$ cat src/hw/rtl/ifq_pkg.sv
// ----------------------------------------------------------------------------
// ifq_pkg
// Shared types, codes and defaults of the indirect frame queue.
// ----------------------------------------------------------------------------
package ifq_pkg;

  localparam int QUEUE_DEPTH_DEF  = 16;
  localparam int TICK_DIVISOR_DEF = 20;
  localparam logic [15:0] LIFETIME_RESET = 16'd7100;

  localparam logic [1:0] ACT_ENQUEUE = 2'd0;
  localparam logic [1:0] ACT_TICK    = 2'd1;
  localparam logic [1:0] ACT_REQUEST = 2'd2;
  localparam logic [1:0] ACT_IGNORED = 2'd3;

  localparam logic [1:0] MODE_NONE   = 2'd0;
  localparam logic [1:0] MODE_SHORT  = 2'd1;

  localparam logic [1:0] OP_ENQUEUE  = 2'd0;
  localparam logic [1:0] OP_TICK     = 2'd1;
  localparam logic [1:0] OP_REQUEST  = 2'd2;
  localparam logic [1:0] OP_DROP     = 2'd3;

  localparam logic [2:0] KIND_QUEUED    = 3'd0;
  localparam logic [2:0] KIND_REJECTED  = 3'd1;
  localparam logic [2:0] KIND_EXPIRED   = 3'd2;
  localparam logic [2:0] KIND_FORWARDED = 3'd3;
  localparam logic [2:0] KIND_DROPPED   = 3'd4;
  localparam logic [2:0] KIND_NO_MATCH  = 3'd5;
  localparam logic [2:0] KIND_TICK_DONE = 3'd6;

  typedef struct packed {
    logic [1:0]  action;
    logic [7:0]  handle;
    logic [6:0]  payload_length;
    logic [1:0]  addr_mode;
    logic [63:0] address;
    logic        dst_present;
    logic        ack_pending;
    logic        neighbor_known;
    logic [15:0] neighbor_short;
    logic [63:0] neighbor_ext;
    logic [15:0] tick_ms;
  } in_word_t;

  typedef struct packed {
    logic [2:0]  kind;
    logic [7:0]  frame_handle;
    logic [6:0]  frame_length;
    logic [10:0] pending_total;
    logic        pending_bit;
    logic        last;
  } out_word_t;

  typedef struct packed {
    logic [1:0]  op;
    logic [7:0]  handle;
    logic [6:0]  plen;
    logic        ext;
    logic [63:0] address;
    logic        nb_known;
    logic [15:0] nb_short;
    logic [63:0] nb_ext;
    logic [15:0] step;
  } cmd_t;

endpackage

$ cat src/hw/rtl/indirect_frame_queue.sv
// ----------------------------------------------------------------------------
// indirect_frame_queue
// Queue of frames held for polling sleepy children, with aging and matching.
// ----------------------------------------------------------------------------
// Words enter a front stage that works out the tick step and classifies the
// word into a two-entry command queue; the back end owns the entries and
// walks them one per cycle, holding while an entry's result finds the
// result register full. Enqueue and dropped requests give a registered
// result once the result register is free. A tick starts, visits each queued
// entry in turn (each expired entry on a step of its own) and then finishes;
// a data request likewise examines entries in turn until a match or the end.
// Both wait while the result side stalls. The result register lets the front
// keep taking words while a result waits.
// ----------------------------------------------------------------------------
module indirect_frame_queue #(
  parameter int QUEUE_DEPTH  = ifq_pkg::QUEUE_DEPTH_DEF,
  parameter int TICK_DIVISOR = ifq_pkg::TICK_DIVISOR_DEF
) (
  input  logic               clk,
  input  logic               rst_n,
  input  logic               in_valid,
  output logic               in_ready,
  input  ifq_pkg::in_word_t  in_word,
  output logic               out_valid,
  input  logic               out_ready,
  output ifq_pkg::out_word_t out_word,
  input  logic               cfg_we,
  input  logic [15:0]        cfg_wdata
);

  logic          cmd_valid;
  logic          cmd_pop;
  ifq_pkg::cmd_t cmd;

  ifq_front #(
    .TICK_DIVISOR(TICK_DIVISOR)
  ) u_front (
    .clk      (clk),
    .rst_n    (rst_n),
    .in_valid (in_valid),
    .in_ready (in_ready),
    .in_word  (in_word),
    .cmd_valid(cmd_valid),
    .cmd      (cmd),
    .cmd_pop  (cmd_pop)
  );

  ifq_back #(
    .QUEUE_DEPTH(QUEUE_DEPTH)
  ) u_back (
    .clk      (clk),
    .rst_n    (rst_n),
    .cfg_we   (cfg_we),
    .cfg_wdata(cfg_wdata),
    .cmd_valid(cmd_valid),
    .cmd      (cmd),
    .cmd_pop  (cmd_pop),
    .out_valid(out_valid),
    .out_ready(out_ready),
    .out_word (out_word)
  );

endmodule

$ cat src/hw/rtl/ifq_front.sv
// ----------------------------------------------------------------------------
// ifq_front
// Takes words, works out the tick step, classifies and queues commands.
// ----------------------------------------------------------------------------
module ifq_front #(
  parameter int TICK_DIVISOR = ifq_pkg::TICK_DIVISOR_DEF
) (
  input  logic             clk,
  input  logic             rst_n,
  input  logic             in_valid,
  output logic             in_ready,
  input  ifq_pkg::in_word_t in_word,
  output logic             cmd_valid,
  output ifq_pkg::cmd_t    cmd,
  input  logic             cmd_pop
);

  localparam int RECIP = (1 << 16) / TICK_DIVISOR;

  logic              s_valid_r;
  ifq_pkg::in_word_t s_word_r;
  logic [15:0]       s_qest_r;
  logic [32:0]       prod;
  logic [25:0]       qd;
  logic [25:0]       rem;
  logic [15:0]       quot;
  logic              ignore;
  logic              s_done;
  ifq_pkg::cmd_t     new_cmd;
  ifq_pkg::cmd_t     fifo_r [2];
  logic              wr_ptr_r;
  logic              rd_ptr_r;
  logic [1:0]        cnt_r;
  logic              fifo_wr;

  assign prod = {17'b0, in_word.tick_ms} * 33'(RECIP);
  assign qd   = {10'b0, s_qest_r} * 26'(TICK_DIVISOR);
  assign rem  = {10'b0, s_word_r.tick_ms} - qd;
  assign quot = s_qest_r + ((rem >= 26'(TICK_DIVISOR)) ? 16'd1 : 16'd0);

  assign ignore  = (s_word_r.action == ifq_pkg::ACT_IGNORED);
  assign fifo_wr = s_valid_r && !ignore && (cnt_r != 2'd2);
  assign s_done  = s_valid_r && (ignore || (cnt_r != 2'd2));
  assign in_ready = !s_valid_r || s_done;

  always_comb begin
    new_cmd.handle   = s_word_r.handle;
    new_cmd.plen     = s_word_r.payload_length;
    new_cmd.ext      = (s_word_r.addr_mode != ifq_pkg::MODE_SHORT);
    new_cmd.address  = s_word_r.address;
    new_cmd.nb_known = s_word_r.neighbor_known;
    new_cmd.nb_short = s_word_r.neighbor_short;
    new_cmd.nb_ext   = s_word_r.neighbor_ext;
    new_cmd.step     = (quot == 16'd0) ? 16'd1 : quot;
    unique case (s_word_r.action)
      ifq_pkg::ACT_ENQUEUE: new_cmd.op = ifq_pkg::OP_ENQUEUE;
      ifq_pkg::ACT_TICK:    new_cmd.op = ifq_pkg::OP_TICK;
      default: begin
        if (!s_word_r.dst_present || !s_word_r.ack_pending ||
            s_word_r.addr_mode == ifq_pkg::MODE_NONE) begin
          new_cmd.op = ifq_pkg::OP_DROP;
        end else begin
          new_cmd.op = ifq_pkg::OP_REQUEST;
        end
      end
    endcase
  end

  always_ff @(posedge clk) begin
    if (!rst_n) begin
      s_valid_r <= 1'b0;
    end else if (in_valid && in_ready) begin
      s_valid_r <= 1'b1;
    end else if (s_done) begin
      s_valid_r <= 1'b0;
    end
    if (in_valid && in_ready) begin
      s_word_r <= in_word;
      s_qest_r <= prod[31:16];
    end
  end

  always_ff @(posedge clk) begin
    if (!rst_n) begin
      wr_ptr_r <= 1'b0;
      rd_ptr_r <= 1'b0;
      cnt_r    <= 2'd0;
    end else begin
      if (fifo_wr) begin
        wr_ptr_r <= !wr_ptr_r;
      end
      if (cmd_pop) begin
        rd_ptr_r <= !rd_ptr_r;
      end
      cnt_r <= cnt_r + (fifo_wr ? 2'd1 : 2'd0) - (cmd_pop ? 2'd1 : 2'd0);
    end
    if (fifo_wr) begin
      fifo_r[wr_ptr_r] <= new_cmd;
    end
  end

  assign cmd_valid = (cnt_r != 2'd0);
  assign cmd       = fifo_r[rd_ptr_r];

endmodule

$ cat src/hw/rtl/ifq_back.sv
// ----------------------------------------------------------------------------
// ifq_back
// Holds the frame entries and carries out enqueue, tick and request commands.
// ----------------------------------------------------------------------------
module ifq_back #(
  parameter int QUEUE_DEPTH = ifq_pkg::QUEUE_DEPTH_DEF
) (
  input  logic               clk,
  input  logic               rst_n,
  input  logic               cfg_we,
  input  logic [15:0]        cfg_wdata,
  input  logic               cmd_valid,
  input  ifq_pkg::cmd_t      cmd,
  output logic               cmd_pop,
  output logic               out_valid,
  input  logic               out_ready,
  output ifq_pkg::out_word_t out_word
);

  localparam int IW = $clog2(QUEUE_DEPTH > 1 ? QUEUE_DEPTH : 2);
  localparam int CW = $clog2(QUEUE_DEPTH + 1);

  localparam logic [1:0] ST_IDLE = 2'd0;
  localparam logic [1:0] ST_TICK = 2'd1;
  localparam logic [1:0] ST_REQ  = 2'd2;

  logic [15:0] ttl_r [QUEUE_DEPTH];
  logic [7:0]  hdl_r [QUEUE_DEPTH];
  logic [6:0]  len_r [QUEUE_DEPTH];
  logic        ext_r [QUEUE_DEPTH];
  logic [63:0] adr_r [QUEUE_DEPTH];

  logic [15:0] lifetime_r;
  logic [1:0]  state_r, state_nxt;
  logic [CW-1:0] idx_r, idx_nxt;
  logic [CW-1:0] count_r, count_nxt;
  logic [10:0] total_r, total_nxt;
  logic        pend_r, pend_nxt;
  logic        out_valid_r;
  ifq_pkg::out_word_t out_word_r;

  logic [IW-1:0] ci;
  logic        ofree, at_end, full, expire, hit;
  logic        emit, wr_en, age, rm;
  ifq_pkg::out_word_t ow;

  assign ci     = idx_r[IW-1:0];
  assign ofree  = !out_valid_r || out_ready;
  assign at_end = (idx_r == count_r);
  assign full   = (count_r == CW'(QUEUE_DEPTH));
  assign expire = (ttl_r[ci] <= cmd.step);

  always_comb begin
    if (cmd.nb_known) begin
      hit = ext_r[ci] ? (adr_r[ci] == cmd.nb_ext) : (adr_r[ci][15:0] == cmd.nb_short);
    end else if (ext_r[ci] != cmd.ext) begin
      hit = 1'b0;
    end else if (cmd.ext) begin
      hit = (adr_r[ci] == cmd.address);
    end else begin
      hit = (adr_r[ci][15:0] == cmd.address[15:0]);
    end
  end

  always_comb begin
    state_nxt = state_r;
    idx_nxt   = idx_r;
    count_nxt = count_r;
    total_nxt = total_r;
    pend_nxt  = pend_r;
    emit      = 1'b0;
    wr_en     = 1'b0;
    age       = 1'b0;
    rm        = 1'b0;
    cmd_pop   = 1'b0;
    ow        = '0;
    unique case (state_r)
      ST_IDLE: begin
        if (cmd_valid && ofree) begin
          case (cmd.op)
            ifq_pkg::OP_ENQUEUE: begin
              cmd_pop = 1'b1;
              emit    = 1'b1;
              if (full) begin
                ow = '{ifq_pkg::KIND_REJECTED, cmd.handle, cmd.plen, total_r, pend_r, 1'b1};
              end else begin
                wr_en     = 1'b1;
                count_nxt = count_r + CW'(1);
                total_nxt = total_r + {4'b0, cmd.plen};
                pend_nxt  = (count_r == '0) ? 1'b1 : pend_r;
                ow = '{ifq_pkg::KIND_QUEUED, cmd.handle, cmd.plen, total_nxt, pend_nxt, 1'b1};
              end
            end
            ifq_pkg::OP_TICK: begin
              if (count_r == '0) begin
                cmd_pop  = 1'b1;
                emit     = 1'b1;
                pend_nxt = 1'b0;
                ow = '{ifq_pkg::KIND_TICK_DONE, 8'd0, 7'd0, total_r, 1'b0, 1'b1};
              end else begin
                idx_nxt   = '0;
                state_nxt = ST_TICK;
              end
            end
            ifq_pkg::OP_REQUEST: begin
              idx_nxt   = '0;
              state_nxt = ST_REQ;
            end
            default: begin
              cmd_pop = 1'b1;
              emit    = 1'b1;
              ow = '{ifq_pkg::KIND_DROPPED, 8'd0, 7'd0, total_r, pend_r, 1'b1};
            end
          endcase
        end
      end
      ST_TICK: begin
        if (at_end) begin
          if (ofree) begin
            cmd_pop   = 1'b1;
            emit      = 1'b1;
            state_nxt = ST_IDLE;
            ow = '{ifq_pkg::KIND_TICK_DONE, 8'd0, 7'd0, total_r, pend_r, 1'b1};
          end
        end else if (!expire) begin
          age     = 1'b1;
          idx_nxt = idx_r + CW'(1);
        end else if (ofree) begin
          rm        = 1'b1;
          emit      = 1'b1;
          count_nxt = count_r - CW'(1);
          total_nxt = total_r - {4'b0, len_r[ci]};
          ow = '{ifq_pkg::KIND_EXPIRED, hdl_r[ci], len_r[ci], total_nxt, pend_r, 1'b0};
        end
      end
      ST_REQ: begin
        if (at_end) begin
          if (ofree) begin
            cmd_pop   = 1'b1;
            emit      = 1'b1;
            state_nxt = ST_IDLE;
            ow = '{ifq_pkg::KIND_NO_MATCH, 8'd0, 7'd0, total_r, pend_r, 1'b1};
          end
        end else if (hit) begin
          if (ofree) begin
            rm        = 1'b1;
            emit      = 1'b1;
            cmd_pop   = 1'b1;
            state_nxt = ST_IDLE;
            count_nxt = count_r - CW'(1);
            total_nxt = total_r - {4'b0, len_r[ci]};
            ow = '{ifq_pkg::KIND_FORWARDED, hdl_r[ci], len_r[ci], total_nxt, pend_r, 1'b1};
          end
        end else begin
          idx_nxt = idx_r + CW'(1);
        end
      end
      default: begin
        state_nxt = ST_IDLE;
      end
    endcase
  end

  always_ff @(posedge clk) begin
    if (!rst_n) begin
      state_r     <= ST_IDLE;
      idx_r       <= '0;
      count_r     <= '0;
      total_r     <= '0;
      pend_r      <= 1'b0;
      out_valid_r <= 1'b0;
      lifetime_r  <= ifq_pkg::LIFETIME_RESET;
    end else begin
      state_r <= state_nxt;
      idx_r   <= idx_nxt;
      count_r <= count_nxt;
      total_r <= total_nxt;
      pend_r  <= pend_nxt;
      if (emit) begin
        out_valid_r <= 1'b1;
      end else if (out_ready) begin
        out_valid_r <= 1'b0;
      end
      if (cfg_we) begin
        lifetime_r <= cfg_wdata;
      end
    end
    if (emit) begin
      out_word_r <= ow;
    end
  end

  always_ff @(posedge clk) begin
    if (wr_en) begin
      ttl_r[count_r[IW-1:0]] <= lifetime_r;
      hdl_r[count_r[IW-1:0]] <= cmd.handle;
      len_r[count_r[IW-1:0]] <= cmd.plen;
      ext_r[count_r[IW-1:0]] <= cmd.ext;
      adr_r[count_r[IW-1:0]] <= cmd.ext ? cmd.address : {48'b0, cmd.address[15:0]};
    end
    if (age) begin
      ttl_r[ci] <= ttl_r[ci] - cmd.step;
    end
    if (rm) begin
      for (int j = 0; j < QUEUE_DEPTH - 1; j++) begin
        if (IW'(j) >= ci) begin
          ttl_r[j] <= ttl_r[j+1];
          hdl_r[j] <= hdl_r[j+1];
          len_r[j] <= len_r[j+1];
          ext_r[j] <= ext_r[j+1];
          adr_r[j] <= adr_r[j+1];
        end
      end
    end
  end

  assign out_valid = out_valid_r;
  assign out_word  = out_word_r;

endmodule

$ cat config.mk
export PLATFORM = sky130hd
export DESIGN_NAME = indirect_frame_queue
export DESIGN_NICKNAME = d
export VERILOG_FILES = /design/src/hw/rtl/ifq_pkg.sv /design/src/hw/rtl/indirect_frame_queue.sv /design/src/hw/rtl/ifq_front.sv /design/src/hw/rtl/ifq_back.sv
export SDC_FILE = /design/constraint.sdc
export NUM_CORES = 2
export LEC_CHECK = 0
export ABC_CLOCK_PERIOD_IN_PS = 16900
export BUFFER_PORTS_ARGS = -buffer_cell sky130_fd_sc_hd__buf_2
export CAP_MARGIN = 20
export CORE_MARGIN = 4
export CORE_UTILIZATION = 35
export CTS_CLUSTER_DIAMETER = 150
export DETAILED_ROUTE_END_ITERATION = 10
export PLACE_DENSITY = 0.62
export SYNTH_ARGS = -nofsm -noshare
export SYNTH_HDL_FRONTEND = slang
export SYNTH_SLANG_ARGS = --single-unit
$ cat constraint.sdc
create_clock -name clk -period 16.9 [get_ports clk]
set_input_delay 0.845 -clock clk [delete_from_list [all_inputs] [get_ports clk]]
set_output_delay 0.845 -clock clk [all_outputs]
set_load 0.005 [all_outputs]
==> load_flow_metrics.sql <==
INSERT INTO impl_metrics (metric_group, metric, value, unit) VALUES
('layout', 'mostFrequentLayoutCell', 'sky130_fd_sc_hd__edfxtp_1', ''),
('layout', 'layout-area-overhead-vs-synth', '12.19', '%'),
('global_routing', 'track_usage', '21.46', '%'),
('floorplan', 'chipHeight', '567.1', 'um'),
('floorplan', 'row_count', '205', ''),
('clock_tree', 'cts_root_buffer', 'sky130_fd_sc_hd__clkbuf_16', ''),
('sta', 'finalClockSkew', '0.1073', 'ns'),
('yosys', 'synth-main-ff-cell', 'sky130_fd_sc_hd__edfxtp_1', ''),
('critical_path', 'r2r_cells', '16', ''),
('clock_tree', 'clock_path_buffers', '4', ''),
('global_routing', 'largest_net_degree_at_the_start_of_global_routing', '110', ''),
('detailed_routing', 'drt-wirelength-per-cell', '31.69', 'um'),
('placed_design', 'placement.setup.worst_slack', '7.238', 'ns'),
('sta', 'max_slew_margin', '15.70', '%'),
('global_routing', 'grt_first_pass_wirelength', '502.9', 'mm'),
('clock_tree', 'tritoncts.num_buffers', '234', ''),
('detailed_routing', 'first_iter_violations', '8609', ''),
('pwr', 'irDropWorstVdd', '0.0001037', 'V'),
('sta', 'final.period_utilization', '57.85', '%'),
('floorplan', 'placeableCoreArea', '311600', 'sq um'),
('layout', 'finalNonFillerCells', '11310', ''),
('sta', 'finalHoldViolations', '0', ''),
('yosys', 'synthesis.nets', '7229', ''),
('clock_tree', 'cts-resized-gates', '0', ''),
('critical_path', 'path_class', 'register to register', ''),
('pwr', 'power.total', '15.75', 'mW'),
('global_routing', 'overflow', '0', ''),
('yosys', 'post_synthesis_instance_total', '6815', ''),
('floorplan', 'floorplan.die.width', '567.1', 'um'),
('clock_tree', 'hold_buffers', '0', ''),
('yosys', 'seq_area_frac_synth', '58.87', '%'),
('yosys', 'yosysWarnings', '0', ''),
('clock_tree', 'tritoncts', 'done', ''),
('yosys', 'synth_edf_count', '2111', ''),
('floorplan', 'io_pins', '236', ''),
('sta', 'final.setup.tns', '0', 'ns'),
('global_routing', 'number_of_antenna_violations_at_the_first_check_in_global_routing', '14', ''),
('placed_design', 'port_buf_inserts', '235', ''),
('layout', 'finalCoreUtilization', '39.39', '%'),
('yosys', 'postSynthRegisterBits', '2162', ''),
('critical_path', 'critical_path_peak_fanout', '98', ''),
('yosys', 'netlist_area', '109400', 'sq um'),
('clock_tree', 'number_of_levels_the_h_tree_was_split_into', '4', ''),
('critical_path', 'cp_data_arrival_time', '10.38', 'ns'),
('detailed_routing', 'antenna_violating_nets_post_route', '0', ''),
('layout', 'drive_above_1_share', '37.26', '%'),
('floorplan', 'starting_density', '35.11', '%'),
('detailed_routing', 'drc', '0', ''),
('placed_design', 'post-dp-hpwl', '227.1', 'mm'),
('placed_design', 'placed_cells', '10860', ''),
('yosys', 'synth_async_sr_flop_share', '0', '%'),
('floorplan', 'die-area', '321600', 'sq um'),
('sta', 'postLayoutSetupSlackWorst', '7.124', 'ns'),
('detailed_routing', 'route.vias.total', '66560', ''),
('clock_tree', 'tritoncts_num_sinks', '2162', ''),
('critical_path', 'startpoint_type', 'register', ''),
('critical_path', 'worstPathRequired', '17.50', 'ns'),
('yosys', 'syn-mean-instance-area', '16.05', 'sq um'),
('detailed_routing', 'firstDrtPassIters', '6', ''),
('sta', 'setup_violators_final', '0', ''),
('pwr', 'cellPowerDensity', '128.3', 'nW/um^2'),
('detailed_routing', 'drt-vias-per-instance', '5.885', ''),
('clock_tree', 'cts_setup_buffers', '0', ''),
('layout', 'fillers', '28460', ''),
('yosys', 'synth.lib_cells_used.distinct', '93', ''),
('hold_path', 'holdCritPathClass', 'input port to register', ''),
('flow_run', 'timing.max_cap.violations', '0', ''),
('sta', 'min_period', '9.776', 'ns'),
('critical_path', 'worstSetupEndpointType', 'register', ''),
('clock_tree', 'worst_setup_hold_path_clk_slew', '0.06', 'ns'),
('clock_tree', 'insertion_delay', '0.95', 'ns'),
('sta', 'rsz0062_at_grt', 'false', ''),
('pwr', 'power_leakage', '40.66', 'nW'),
('global_routing', 'first_global_vias', '65870', ''),
('placed_design', 'finalWeightedCongestion', '1.028', ''),
('layout', 'most-common-layout-cells', 'sky130_fd_sc_hd__edfxtp_1 (2111), sky130_fd_sc_hd__mux2_2 (1457), sky130_fd_sc_hd__mux2i_1 (405), sky130_fd_sc_hd__mux4_2 (341), sky130_fd_sc_hd__clkbuf_16 (236)', ''),
('sta', 'timing_max_transition_violations_final', '0', ''),
('outcome', 'status', 'finished, final reports clean', ''),
('sta', 'worst-slew-pin-transition', '1.229', 'ns'),
('layout', 'finalNetCount', '7384', ''),
('detailed_routing', 'drt_wl_total', '358.4', 'mm'),
('sta', 'max_freq', '0.1023', 'GHz'),
('hold_path', 'count_of_cells_along_the_worst_hold_path', '1', '');
[final timing paths]
kind	from	endpoint	slack (ns)
worst max-delay path	register	u_back.len_r[5][1]	7.12
worst min-delay path	in_word[28]	u_front.new_cmd[28]	0.07
worst max register to register	register	u_back.len_r[5][1]	7.12
worst min register to register	u_front.new_cmd[73]	u_front.fifo_r[0][73]	0.43
[per-stage QoR]
step,hold slack (ns),cell area [sq um]
floorplan,0.4215,109400
CTS,0.02874,122600
finish,0.07386,122800
global route,0.04863,122700
global placement,0.4254,114900
detailed placement,0.4343,115000
[worst max-delay path, cell delays in order, from the launching register on]
cell	delay (ns)
sky130_fd_sc_hd__dfxtp_4	0.81
sky130_fd_sc_hd__buf_12	0.59
sky130_fd_sc_hd__buf_12	0.64
sky130_fd_sc_hd__mux4_2	0.58
sky130_fd_sc_hd__mux2i_1	0.79
sky130_fd_sc_hd__xor2_1	0.12
sky130_fd_sc_hd__a2111oi_0	0.91
sky130_fd_sc_hd__o2111ai_1	0.22
sky130_fd_sc_hd__nor3_1	0.22
sky130_fd_sc_hd__a31oi_1	0.21
sky130_fd_sc_hd__o21ai_2	0.56
sky130_fd_sc_hd__a41oi_4	0.16
sky130_fd_sc_hd__buf_4	0.32
sky130_fd_sc_hd__nor2_4	0.91
sky130_fd_sc_hd__buf_4	0.87
sky130_fd_sc_hd__buf_4	0.84
sky130_fd_sc_hd__mux2_2	0.42
[layer usage]
layer,track usage (%),part of all wire (%)
met2,32.87,45
met1,29.92,42
met3,4.271,9.0
met5,0.08925,0.015
met4,8.526,4.5
[cells by family after synthesis]
| family | after synthesis | synth area share [%] |
|---|---|---|
| compound gates | 643 | 4.184 |
| fa+ha+maj | 211 | 2.756 |
| xor+xnor | 163 | 1.305 |
| mux | 2296 | 26.82 |
| flops | 2162 | 58.87 |
| buf+inv | 631 | 2.858 |
| simple gates | 709 | 3.204 |
[layout make-up]
| class | count | area (sq um) | share of cell area (%) |
|---|---|---|---|
| Sequential cell | 2162 | 64430 | 52.49 |
| Multi-Input combinational cell | 4022 | 42240 | 34.41 |
| Clock buffer | 280 | 6081 | 4.954 |
| Tap cell | 4140 | 5180 | 4.220 |
| Timing Repair Buffer | 407 | 2730 | 2.224 |
| Clock inverter | 150 | 1533 | 1.249 |
| Inverter | 143 | 543.0 | 0.4424 |
| Antenna cell | 5 | 12.51 | 0.01019 |
[power by group]
| part | switching (mW) | internal, mW |
|---|---|---|
| Sequential | 0.142 | 6.35 |
| Combinational | 2.40 | 1.69 |
| Clock | 2.20 | 2.97 |
[cell usage after synthesis (all sizes together), types with 50 or more instances]
master | n | area, sq um
mux4 | 341 | 7680
ha | 161 | 2014
a21oi | 87 | 439.2
fa | 50 | 1001
inv | 143 | 536.8
mux2i | 408 | 4109
buf | 309 | 1918
nand2 | 177 | 664.4
nand3 | 58 | 302.8
xnor2 | 89 | 779.5
edfxtp | 2111 | 63390
a22oi | 102 | 765.7
dfxtp | 51 | 1021
o21ai | 104 | 524.3
clkbuf | 179 | 671.9
xor2 | 74 | 648.1
mux2 | 1547 | 17560
nor3 | 62 | 326.6
nor2 | 196 | 783.3
[state kept, by name, indices dropped and copies added (netlist names), 2 cells and up, named ones only]
signal	flops
u_front.new_cmd	160
u_front.cnt_r	2
u_back.lifetime_r	16
u_back.count_r	5
u_back.len_r	112
u_back.out_word	31
u_front.s_word_r	20
u_front.s_qest_r	12
u_back.hdl_r	128
u_front.fifo_r	352
u_back.adr_r	1024
u_back.ext_r	16
u_back.ttl_r	256
u_back.idx_r	5
u_back.total_r	11
u_back.state_r	2
Note: power is estimated with default switching activity, not from simulation.
